===== src/rtl/efws_pkg.sv =====
// Shared types and constants for the earliest-free-worker scheduler.
// Field widths, controller state encoding and the result record.
// No dependencies.
`default_nettype none

package efws_pkg;

	localparam int DURATION_W = 32;
	localparam int WORKER_W   = 6;
	localparam int START_W    = 48;
	localparam int COUNT_W    = 7;

	localparam logic [COUNT_W-1:0] COUNT_RESET = 7'd1;

	typedef enum logic [1:0] {
		ST_CLEAR,
		ST_IDLE,
		ST_SCAN,
		ST_WRITE
	} sched_state_t;

	typedef struct packed {
		logic [WORKER_W-1:0] worker;
		logic [START_W-1:0]  start_time;
	} sched_result_t;

endpackage

`default_nettype wire


===== src/rtl/efws_job_if.sv =====
// Job input channel: valid/ready handshake carrying one job duration.
// Depends on efws_pkg.
`default_nettype none

interface efws_job_if;
	import efws_pkg::*;

	logic                  valid;
	logic                  ready;
	logic [DURATION_W-1:0] duration;

	modport source (output valid, output duration, input ready);
	modport sink (input valid, input duration, output ready);
endinterface

`default_nettype wire


===== src/rtl/efws_result_if.sv =====
// Result output channel: valid/ready handshake carrying worker and start time.
// Depends on efws_pkg.
`default_nettype none

interface efws_result_if;
	import efws_pkg::*;

	logic                valid;
	logic                ready;
	logic [WORKER_W-1:0] worker;
	logic [START_W-1:0]  start_time;

	modport source (output valid, output worker, output start_time, input ready);
	modport sink (input valid, input worker, input start_time, output ready);
endinterface

`default_nettype wire


===== src/rtl/efws_cfg_if.sv =====
// Configuration write channel: valid/ready handshake carrying the worker count.
// Depends on efws_pkg.
`default_nettype none

interface efws_cfg_if;
	import efws_pkg::*;

	logic               valid;
	logic               ready;
	logic [COUNT_W-1:0] worker_count;

	modport source (output valid, output worker_count, input ready);
	modport sink (input valid, input worker_count, output ready);
endinterface

`default_nettype wire


===== src/rtl/efws_ram.sv =====
// Generic simple dual-port RAM, one write and one registered read port.
// No dependencies.
`default_nettype none

module efws_ram #(
	parameter int WIDTH = 48,
	parameter int DEPTH = 64,
	localparam int AW = (DEPTH > 1) ? $clog2(DEPTH) : 1
) (
	input  wire logic             clk,
	input  wire logic             we,
	input  wire logic [AW-1:0]    waddr,
	input  wire logic [WIDTH-1:0] wdata,
	input  wire logic             re,
	input  wire logic [AW-1:0]    raddr,
	output logic      [WIDTH-1:0] rdata
);

	logic [WIDTH-1:0] mem [DEPTH];

	always_ff @(posedge clk) begin
		if (we) begin
			mem[waddr] <= wdata;
		end
		if (re) begin
			rdata <= mem[raddr];
		end
	end

endmodule

`default_nettype wire


===== src/rtl/efws_ctrl.sv =====
// Scan and update sequencer: clears the free-time RAM after reset, scans the
// active workers for the earliest free time, then writes back the new time.
// Depends on efws_pkg, efws_job_if.
`default_nettype none

module efws_ctrl #(
	parameter int MAX_WORKERS = 64,
	parameter int TIME_WIDTH  = 48,
	localparam int IDX_W = (MAX_WORKERS > 1) ? $clog2(MAX_WORKERS) : 1,
	localparam int CNT_W = $clog2(MAX_WORKERS + 1)
) (
	input  wire logic                          clk,
	input  wire logic                          arst_n,
	efws_job_if.sink                           job,
	input  wire logic [efws_pkg::COUNT_W-1:0]  worker_count,
	input  wire logic                          slot_free,
	output logic                               push,
	output efws_pkg::sched_result_t            res,
	output logic                               ram_we,
	output logic      [IDX_W-1:0]              ram_waddr,
	output logic      [TIME_WIDTH-1:0]         ram_wdata,
	output logic                               ram_re,
	output logic      [IDX_W-1:0]              ram_raddr,
	input  wire logic [TIME_WIDTH-1:0]         ram_rdata
);
	import efws_pkg::*;

	localparam int SUM_W = TIME_WIDTH + 1;

	sched_state_t              state_q, state_d;
	logic [IDX_W-1:0]          clr_q;
	logic [CNT_W-1:0]          rd_ptr_q;
	logic [IDX_W-1:0]          cmp_idx_q;
	logic [CNT_W-1:0]          n_q;
	logic [DURATION_W-1:0]     dur_q;
	logic [TIME_WIDTH-1:0]     best_time_q;
	logic [IDX_W-1:0]          best_idx_q;

	logic [CNT_W-1:0]          n_active;
	logic                      better;
	logic                      last_cmp;
	logic [SUM_W-1:0]          sum;
	logic [TIME_WIDTH-1:0]     sat_time;
	logic [31:0]               idx_ext;
	logic [63:0]               time_ext;

	// Zero counts as one worker; counts above the array size clamp to it.
	always_comb begin
		if (worker_count == '0) begin
			n_active = CNT_W'(1);
		end else if (32'(worker_count) > MAX_WORKERS) begin
			n_active = CNT_W'(MAX_WORKERS);
		end else begin
			n_active = CNT_W'(worker_count);
		end
	end

	assign better   = (cmp_idx_q == '0) || (ram_rdata < best_time_q);
	assign last_cmp = (CNT_W'(cmp_idx_q) == (n_q - CNT_W'(1)));
	assign sum      = {1'b0, best_time_q} + SUM_W'(dur_q);
	assign sat_time = sum[TIME_WIDTH] ? '1 : sum[TIME_WIDTH-1:0];

	assign idx_ext        = 32'(best_idx_q);
	assign time_ext       = 64'(best_time_q);
	assign res.worker     = idx_ext[WORKER_W-1:0];
	assign res.start_time = time_ext[START_W-1:0];

	always_comb begin
		state_d   = state_q;
		job.ready = 1'b0;
		ram_we    = 1'b0;
		ram_waddr = best_idx_q;
		ram_wdata = sat_time;
		ram_re    = 1'b0;
		ram_raddr = rd_ptr_q[IDX_W-1:0];
		push      = 1'b0;
		unique case (state_q)
			ST_CLEAR: begin
				ram_we    = 1'b1;
				ram_waddr = clr_q;
				ram_wdata = '0;
				if (clr_q == IDX_W'(MAX_WORKERS - 1)) begin
					state_d = ST_IDLE;
				end
			end
			ST_IDLE: begin
				job.ready = 1'b1;
				if (job.valid) begin
					ram_re    = 1'b1;
					ram_raddr = '0;
					state_d   = ST_SCAN;
				end
			end
			ST_SCAN: begin
				ram_re = (rd_ptr_q < n_q);
				if (last_cmp) begin
					state_d = ST_WRITE;
				end
			end
			ST_WRITE: begin
				// hold the write-back until the result register can take it
				if (slot_free) begin
					ram_we  = 1'b1;
					push    = 1'b1;
					state_d = ST_IDLE;
				end
			end
			default: begin
				state_d = ST_CLEAR;
			end
		endcase
	end

	always_ff @(posedge clk or negedge arst_n) begin
		if (!arst_n) begin
			state_q   <= ST_CLEAR;
			clr_q     <= '0;
			rd_ptr_q  <= '0;
			cmp_idx_q <= '0;
			n_q       <= CNT_W'(1);
		end else begin
			state_q <= state_d;
			if (state_q == ST_CLEAR) begin
				clr_q <= clr_q + IDX_W'(1);
			end
			if (state_q == ST_IDLE && job.valid) begin
				n_q       <= n_active;
				rd_ptr_q  <= CNT_W'(1);
				cmp_idx_q <= '0;
			end
			if (state_q == ST_SCAN) begin
				rd_ptr_q  <= rd_ptr_q + CNT_W'(1);
				cmp_idx_q <= cmp_idx_q + IDX_W'(1);
			end
		end
	end

	always_ff @(posedge clk) begin
		if (state_q == ST_IDLE && job.valid) begin
			dur_q <= job.duration;
		end
		if (state_q == ST_SCAN && better) begin
			best_time_q <= ram_rdata;
			best_idx_q  <= cmp_idx_q;
		end
	end

endmodule

`default_nettype wire


===== src/rtl/earliest_free_worker_scheduler.sv =====
// Earliest-free-worker scheduler, top level: worker count register, free-time
// RAM, scan sequencer and result register. Depends on efws_pkg, the channel
// interfaces, efws_ram and efws_ctrl.
//
// Each job transaction carries a duration. The block assigns it to the active
// worker whose free time is smallest, ties going to the lowest index, returns
// that worker and its free time as the start time, and advances the worker's
// free time by the duration, saturating at the all-ones time value. Free times
// live in a single RAM of MAX_WORKERS entries. After reset a clearing pass
// writes zero to every entry, during which no job is taken; configuration
// writes are accepted at any time. A job is then handled in steps: accept it
// and issue the first read, stream the free times of the active workers
// through the RAM read port (one entry a cycle) and compare, then write back,
// which waits until the result register is free. The result sits in an output
// register, so the next job can start while the result waits to be taken.
// A worker count of zero acts as one, a count above MAX_WORKERS acts as
// MAX_WORKERS; changing it keeps all free times.
`default_nettype none

module earliest_free_worker_scheduler #(
	parameter int MAX_WORKERS = 64,
	parameter int TIME_WIDTH  = 48
) (
	input wire logic   clk,
	input wire logic   arst_n,
	efws_cfg_if.sink   cfg,
	efws_job_if.sink   job,
	efws_result_if.source result
);
	import efws_pkg::*;

	localparam int IDX_W = (MAX_WORKERS > 1) ? $clog2(MAX_WORKERS) : 1;

	logic [COUNT_W-1:0]    worker_count_q;
	logic                  res_valid_q;
	sched_result_t         res_q;

	logic                  push;
	sched_result_t         res;
	logic                  slot_free;
	logic                  ram_we;
	logic [IDX_W-1:0]      ram_waddr;
	logic [TIME_WIDTH-1:0] ram_wdata;
	logic                  ram_re;
	logic [IDX_W-1:0]      ram_raddr;
	logic [TIME_WIDTH-1:0] ram_rdata;

	// Worker count register: always writable.
	assign cfg.ready = 1'b1;

	always_ff @(posedge clk or negedge arst_n) begin
		if (!arst_n) begin
			worker_count_q <= COUNT_RESET;
		end else if (cfg.valid) begin
			worker_count_q <= cfg.worker_count;
		end
	end

	efws_ram #(
		.WIDTH (TIME_WIDTH),
		.DEPTH (MAX_WORKERS)
	) u_free_ram (
		.clk   (clk),
		.we    (ram_we),
		.waddr (ram_waddr),
		.wdata (ram_wdata),
		.re    (ram_re),
		.raddr (ram_raddr),
		.rdata (ram_rdata)
	);

	efws_ctrl #(
		.MAX_WORKERS (MAX_WORKERS),
		.TIME_WIDTH  (TIME_WIDTH)
	) u_ctrl (
		.clk          (clk),
		.arst_n       (arst_n),
		.job          (job),
		.worker_count (worker_count_q),
		.slot_free    (slot_free),
		.push         (push),
		.res          (res),
		.ram_we       (ram_we),
		.ram_waddr    (ram_waddr),
		.ram_wdata    (ram_wdata),
		.ram_re       (ram_re),
		.ram_raddr    (ram_raddr),
		.ram_rdata    (ram_rdata)
	);

	// Result register: free when empty or drained this cycle.
	assign slot_free = !res_valid_q || result.ready;

	always_ff @(posedge clk or negedge arst_n) begin
		if (!arst_n) begin
			res_valid_q <= 1'b0;
		end else if (push) begin
			res_valid_q <= 1'b1;
		end else if (result.ready) begin
			res_valid_q <= 1'b0;
		end
	end

	always_ff @(posedge clk) begin
		if (push) begin
			res_q <= res;
		end
	end

	assign result.valid      = res_valid_q;
	assign result.worker     = res_q.worker;
	assign result.start_time = res_q.start_time;

	// Never overwrite a result that has not been taken.
	a_push_slot_free: assert property (@(posedge clk) disable iff (!arst_n)
		push |-> (!res_valid_q || result.ready))
		else $error("result pushed over a pending result");

	// Every result goes out together with its free-time write-back.
	a_push_writes: assert property (@(posedge clk) disable iff (!arst_n)
		push |-> ram_we)
		else $error("result pushed without free-time update");

	// Reads and writes of the free-time RAM never share a cycle.
	a_no_rw_overlap: assert property (@(posedge clk) disable iff (!arst_n)
		!(ram_we && ram_re))
		else $error("free-time RAM read and written in one cycle");

	// One job at a time: no job is taken in the cycle after an accepted one.
	a_one_job: assert property (@(posedge clk) disable iff (!arst_n)
		(job.valid && job.ready) |=> !job.ready)
		else $error("job accepted while previous job in flight");

endmodule

`default_nettype wire

===== src/flat_wrapper.sv =====
// flat-port wrapper written by rule: the top's interface ports become plain ports
module earliest_free_worker_scheduler_flat import efws_pkg::*;
#(
	parameter int MAX_WORKERS = 64,
	parameter int TIME_WIDTH  = 48
)
  (clk, arst_n, cfg_valid, cfg_worker_count, cfg_ready, job_valid, job_duration, job_ready, result_valid, result_worker, result_start_time, result_ready);
  efws_cfg_if cfg_i ();
  efws_job_if job_i ();
  efws_result_if result_i ();
  input wire logic clk;
  input wire logic arst_n;
  input wire logic [$bits(cfg_i.valid)-1:0] cfg_valid;
  input wire logic [$bits(cfg_i.worker_count)-1:0] cfg_worker_count;
  output wire logic [$bits(cfg_i.ready)-1:0] cfg_ready;
  input wire logic [$bits(job_i.valid)-1:0] job_valid;
  input wire logic [$bits(job_i.duration)-1:0] job_duration;
  output wire logic [$bits(job_i.ready)-1:0] job_ready;
  output wire logic [$bits(result_i.valid)-1:0] result_valid;
  output wire logic [$bits(result_i.worker)-1:0] result_worker;
  output wire logic [$bits(result_i.start_time)-1:0] result_start_time;
  input wire logic [$bits(result_i.ready)-1:0] result_ready;
  assign cfg_i.valid = cfg_valid;
  assign cfg_i.worker_count = cfg_worker_count;
  assign cfg_ready = cfg_i.ready;
  assign job_i.valid = job_valid;
  assign job_i.duration = job_duration;
  assign job_ready = job_i.ready;
  assign result_valid = result_i.valid;
  assign result_worker = result_i.worker;
  assign result_start_time = result_i.start_time;
  assign result_i.ready = result_ready;
  earliest_free_worker_scheduler #(.MAX_WORKERS(MAX_WORKERS), .TIME_WIDTH(TIME_WIDTH)) u_core (.clk(clk), .arst_n(arst_n), .cfg(cfg_i), .job(job_i), .result(result_i));
endmodule

===== config.mk =====
export PLATFORM = sky130hd
export DESIGN_NAME = earliest_free_worker_scheduler_flat
export DESIGN_NICKNAME = d
export VERILOG_FILES = /design/src/rtl/efws_pkg.sv /design/src/rtl/efws_job_if.sv /design/src/rtl/efws_result_if.sv /design/src/rtl/efws_cfg_if.sv /design/src/rtl/efws_ram.sv /design/src/rtl/efws_ctrl.sv /design/src/rtl/earliest_free_worker_scheduler.sv /design/src/flat_wrapper.sv
export SDC_FILE = /design/constraint.sdc
export NUM_CORES = 2
export LEC_CHECK = 0
export ABC_AREA = 0
export BUFFER_PORTS_ARGS = -buffer_cell sky130_fd_sc_hd__buf_4
export CORE_MARGIN = 1
export CORE_UTILIZATION = 45
export CTS_BUF_LIST = sky130_fd_sc_hd__clkbuf_16
export DETAILED_ROUTE_END_ITERATION = 8
export GPL_ROUTABILITY_DRIVEN = 0
export SYNTH_ARGS = -nofsm -noshare
export SYNTH_HDL_FRONTEND = slang
export SYNTH_SLANG_ARGS = --single-unit

===== constraint.sdc =====
create_clock -name clk -period 9.3 [get_ports clk]
set_clock_uncertainty 0.1 [all_clocks]
set_input_delay 0.93 -clock clk [delete_from_list [all_inputs] [get_ports clk]]
set_output_delay 0.93 -clock clk [all_outputs]
set_load 0.05 [all_outputs]

==> flow_metrics.tcl <==
set metrics [dict create \
    run_status "complete, no violations" \
    post_cts_buffers 0 \
    min_path_type "primary input to flip-flop" \
    clkTransAtPathRegs_ns 0.06 \
    fin_crit_ns 5.582 \
    switching_power_mw 17.27 \
    crit_path_start_kind "flip-flop" \
    rows 196 \
    clkPwrFrac 0.266 \
    setup-tns-final_ns 0 \
    hold_viol 0 \
    cts.sinks 3296 \
    syn_to_final_growth_pct 13.36 \
    viasPerCell 6.446 \
    timing.final.ws_setup_ns 3.718 \
    start_util 0.4538 \
    ant_nets 0 \
    worst_path_max_delay_cell "nor2_4" \
    fillCellCount 22780 \
    regArea_mm2 0.09880 \
    cp-end-kind "flip-flop" \
    insertion_delay_ns 0.91 \
    routed_wl_mm 397.9 \
    place_area_mm2 0.1364 \
    synth_cell_types 74 \
    ys_ff_latch 3296 \
    p_seq_frac 0.432 \
    worst-path-max-fanout 33 \
    die_area_mm2 0.2905 \
    peakVddDrop_mv 0.3065 \
    grt_pass1_vias 71670 \
    io_buffer_count 99 \
    internal-power_mw 32.04 \
    crit_required_ns 9.69 \
    dp_cells 11010 \
    drive_above_1_share 0.1705 \
    whs_ns 0.1110 \
    dp_hpwl_mm 217.3 \
    finalMaxSlewViolations 0 \
    grt_max_degree 106 \
    die_x_um 539.0 \
    ctsRootBufferMaster "clkbuf_16" \
    numCtsBuffers 341 \
    design_area_mm2 0.1471 \
    fmax_mhz 179.1 \
    cpPeakStageDelay_ns 0.99 \
    post_drt_wl_per_cell_um 34.24 \
    async_reset_ff_frac 0.01092 \
    yosysWarnings 0 \
    cts_tree "done" \
    synth_edf_count 3260 \
    track_usage 0.2689 \
    htree_levels 5 \
    multi_input_area_mm2 0.02974 \
    swShare 0.3502 \
    drc_errors 0 \
    pin_count 101 \
    syn_inst 7395 \
    crit_type "flip-flop to flip-flop" \
    setup_viol 0 \
    slew_headroom 0.1407 \
    crit_arrival_ns 5.97 \
    clockBufferDepth 4 \
    fp.dieH_um 539.0 \
    grt_pass1_wl_mm 553.7 \
    synth_ff_type "edfxtp_1" \
    yosysSeqAreaShare 0.7614 \
    nNetsFinal 7734 \
    grt_setup_unrepaired "false" \
    cap_violations 0 \
    avgSynthCellArea_um2 17.55 \
    finalNonFillerCells 11620 \
    synth_nets 7535 \
    synthesis.area_mm2 0.1298 \
    pwr_density_cell_mw_per_mm2 335.2 \
    first_iter_violations 11080 \
    tightest_slew_ns 1.289 \
    dr.pass1.iters 8 \
    globalRoute.totalOverflow 0 \
    post-route-period-util 0.6003 \
    vias 74910 \
    antenna_found_initial 25 \
    crit_chain "inv_1, ha_4, buf_4, nor2_1, nor2_1, nand4_1, nor2_4, buf_4" \
    core_area_mm2 0.2859 \
    comb_power_share 0.302 \
    dp_slack_ns 3.602 \
    leakagePower_nw 46.28 \
]
-- critical path: cells and delay by family (launching register included) --
| family | cells | cell delay [ns] |
|---|---|---|
| simple gates | 4 | 2.64 |
| buf+inv | 3 | 1.63 |
| fa+ha+maj | 1 | 0.30 |
| flops | 1 | 0.42 |
-- per-stage QoR --
step,power (mW),util
2_1_floorplan,29.80,-
3_3_place_gp,35.93,0.4772
3_5_place_dp,36.25,0.4772
4_1_cts,49.22,0.5142
5_1_grt,50.83,0.5143
6_report,49.30,0.5144
-- kinds of logic (layout without fill, tap and decap cells) --
logic type,after synthesis,after routing,share of synthesized area
AOI/OAI and AO/OA,1395,1395,0.06969
xor gates and xnor gates,42,42,0.002835
adders and majority gates,96,96,0.009315
buffers and inverters,559,1019,0.01835
DFF,3296,3296,0.7614
muxes,659,659,0.08942
other,1,6,0.00002890
and+or+nand+nor,1347,1347,0.04895
-- final cells by class --
class                   instances  area share
well taps                    3762     0.03200
inverters                      71    0.001812
diodes                          5  0.00008507
clock inverters               252     0.01204
multi-input cells            3540      0.2022
repair buffers                344     0.02026
flip-flops and latches       3296      0.6717
clock buffers                 352     0.05989
-- power groups by stage --
stage / clock [mW] / combinational, mW / sequential (mW)
detailed placement: 0 / 14.7 / 21.6
floorplan: 0 / 8.04 / 21.8
CTS: 13.2 / 14.7 / 21.3
finish: 13.1 / 14.9 / 21.3
global placement: 0 / 14.4 / 21.5
global route: 13.8 / 15.7 / 21.3
-- placed cells by master, fill, tap and decap left out, types with 6 or more instances in the layout --
cell type,instances
nor2_1,79
clkinv_2,50
o22ai_1,141
buf_12,30
dfrtp_1,33
mux2_2,11
and2_1,158
nor2b_1,8
edfxtp_1,3260
a21oi_1,60
ha_1,94
clkbuf_16,352
xor2_1,16
nand3b_1,6
o21ai_0,468
o211ai_1,201
nand2b_1,11
nor4_1,12
xnor2_1,26
a21oi_4,33
a211oi_1,195
buf_4,311
nand3_1,269
clkinvlp_4,7
o311ai_0,31
a21o_1,39
nand2_1,456
o31ai_1,10
nand4_1,23
and3_1,26
nor3_1,205
bufinv_16,22
inv_1,139
mux2i_1,249
mux4_2,399
a31oi_1,69
nor2_4,65
clkinv_1,91
a311oi_1,85
o311a_1,6
-- layer usage --
metal / up-vias / routed length [um] / track usage
met1: 39390 / 159000 / 0.3875
met4: 8 / 12680 / 0.08214
met3: 675 / 44910 / 0.05616
met5: - / 48 / 0
met2: 4580 / 181300 / 0.4118
li1: 30260 / - / -
-- path summary, 6_finish.rpt --
check                                                      start                                       to  slack (ns)  cells after the start
setup / recovery            u_core.u_ctrl.state_q[0]$_DFFE_PN0P_   u_core.u_free_ram.mem[35][7]$_DFFE_PP_        3.72                      8
hold / removal                                   job_duration[7]         u_core.u_ctrl.dur_q[7]$_DFFE_PP_        0.11                      1
setup reg to reg            u_core.u_ctrl.state_q[0]$_DFFE_PN0P_   u_core.u_free_ram.mem[35][7]$_DFFE_PP_        3.72                      8
hold reg to reg            u_core.u_free_ram.rdata[15]$_DFFE_PP_  u_core.u_ctrl.best_time_q[15]$_DFFE_PP_        0.36                      0
max in group asynchronous                                 arst_n    u_core.u_ctrl.rd_ptr_q[0]$_DFFE_PN0P_        8.22                      2
min in group asynchronous                                 arst_n          u_core.result.valid$_DFFE_PN0P_        0.47                      2
-- cell usage after synthesis (all sizes together), types with 23 or more instances --
library cell  instances  area [um2]
xnor2                26       227.7
nor2                144       540.5
clkbuf              340        1276
nand2               461        1730
nor3                208        1046
nand4                23       143.9
a21o                 40       300.3
o22ai               141       882.1
inv                  70       262.8
o311ai               33       306.5
a21oi                94       474.2
o211ai              201        1509
edfxtp             3260       97890
o21ai               469        2347
and3                 26       162.7
ha                   95        1189
mux2i               249        2492
mux4                399        8986
and2                163        1020
dfrtp                34       850.8
nand3               269        1346
a211oi              197        1484
a311oi               90       788.3
a31oi                72       450.4
buf                 148       838.3
-- registers in the layout, indices dropped and copies added, names as in the netlist, 7 cells and up --
register	count
u_core.u_free_ram.mem	3072
u_core.result.start_time	48
u_core.u_ctrl.best_time_q	48
u_core.u_free_ram.rdata	48
u_core.u_ctrl.dur_q	32
u_core.u_ctrl.n_q	7
u_core.u_ctrl.rd_ptr_q	7
u_core.worker_count_q	7
-- timing repair --
item | 4_1_cts | 5_1_grt
resized for setup | 0 | 0
hold buffers | 1 | 0
endpoints found under the hold margin | 34 | 0
Power figures use the tool's default switching activity.
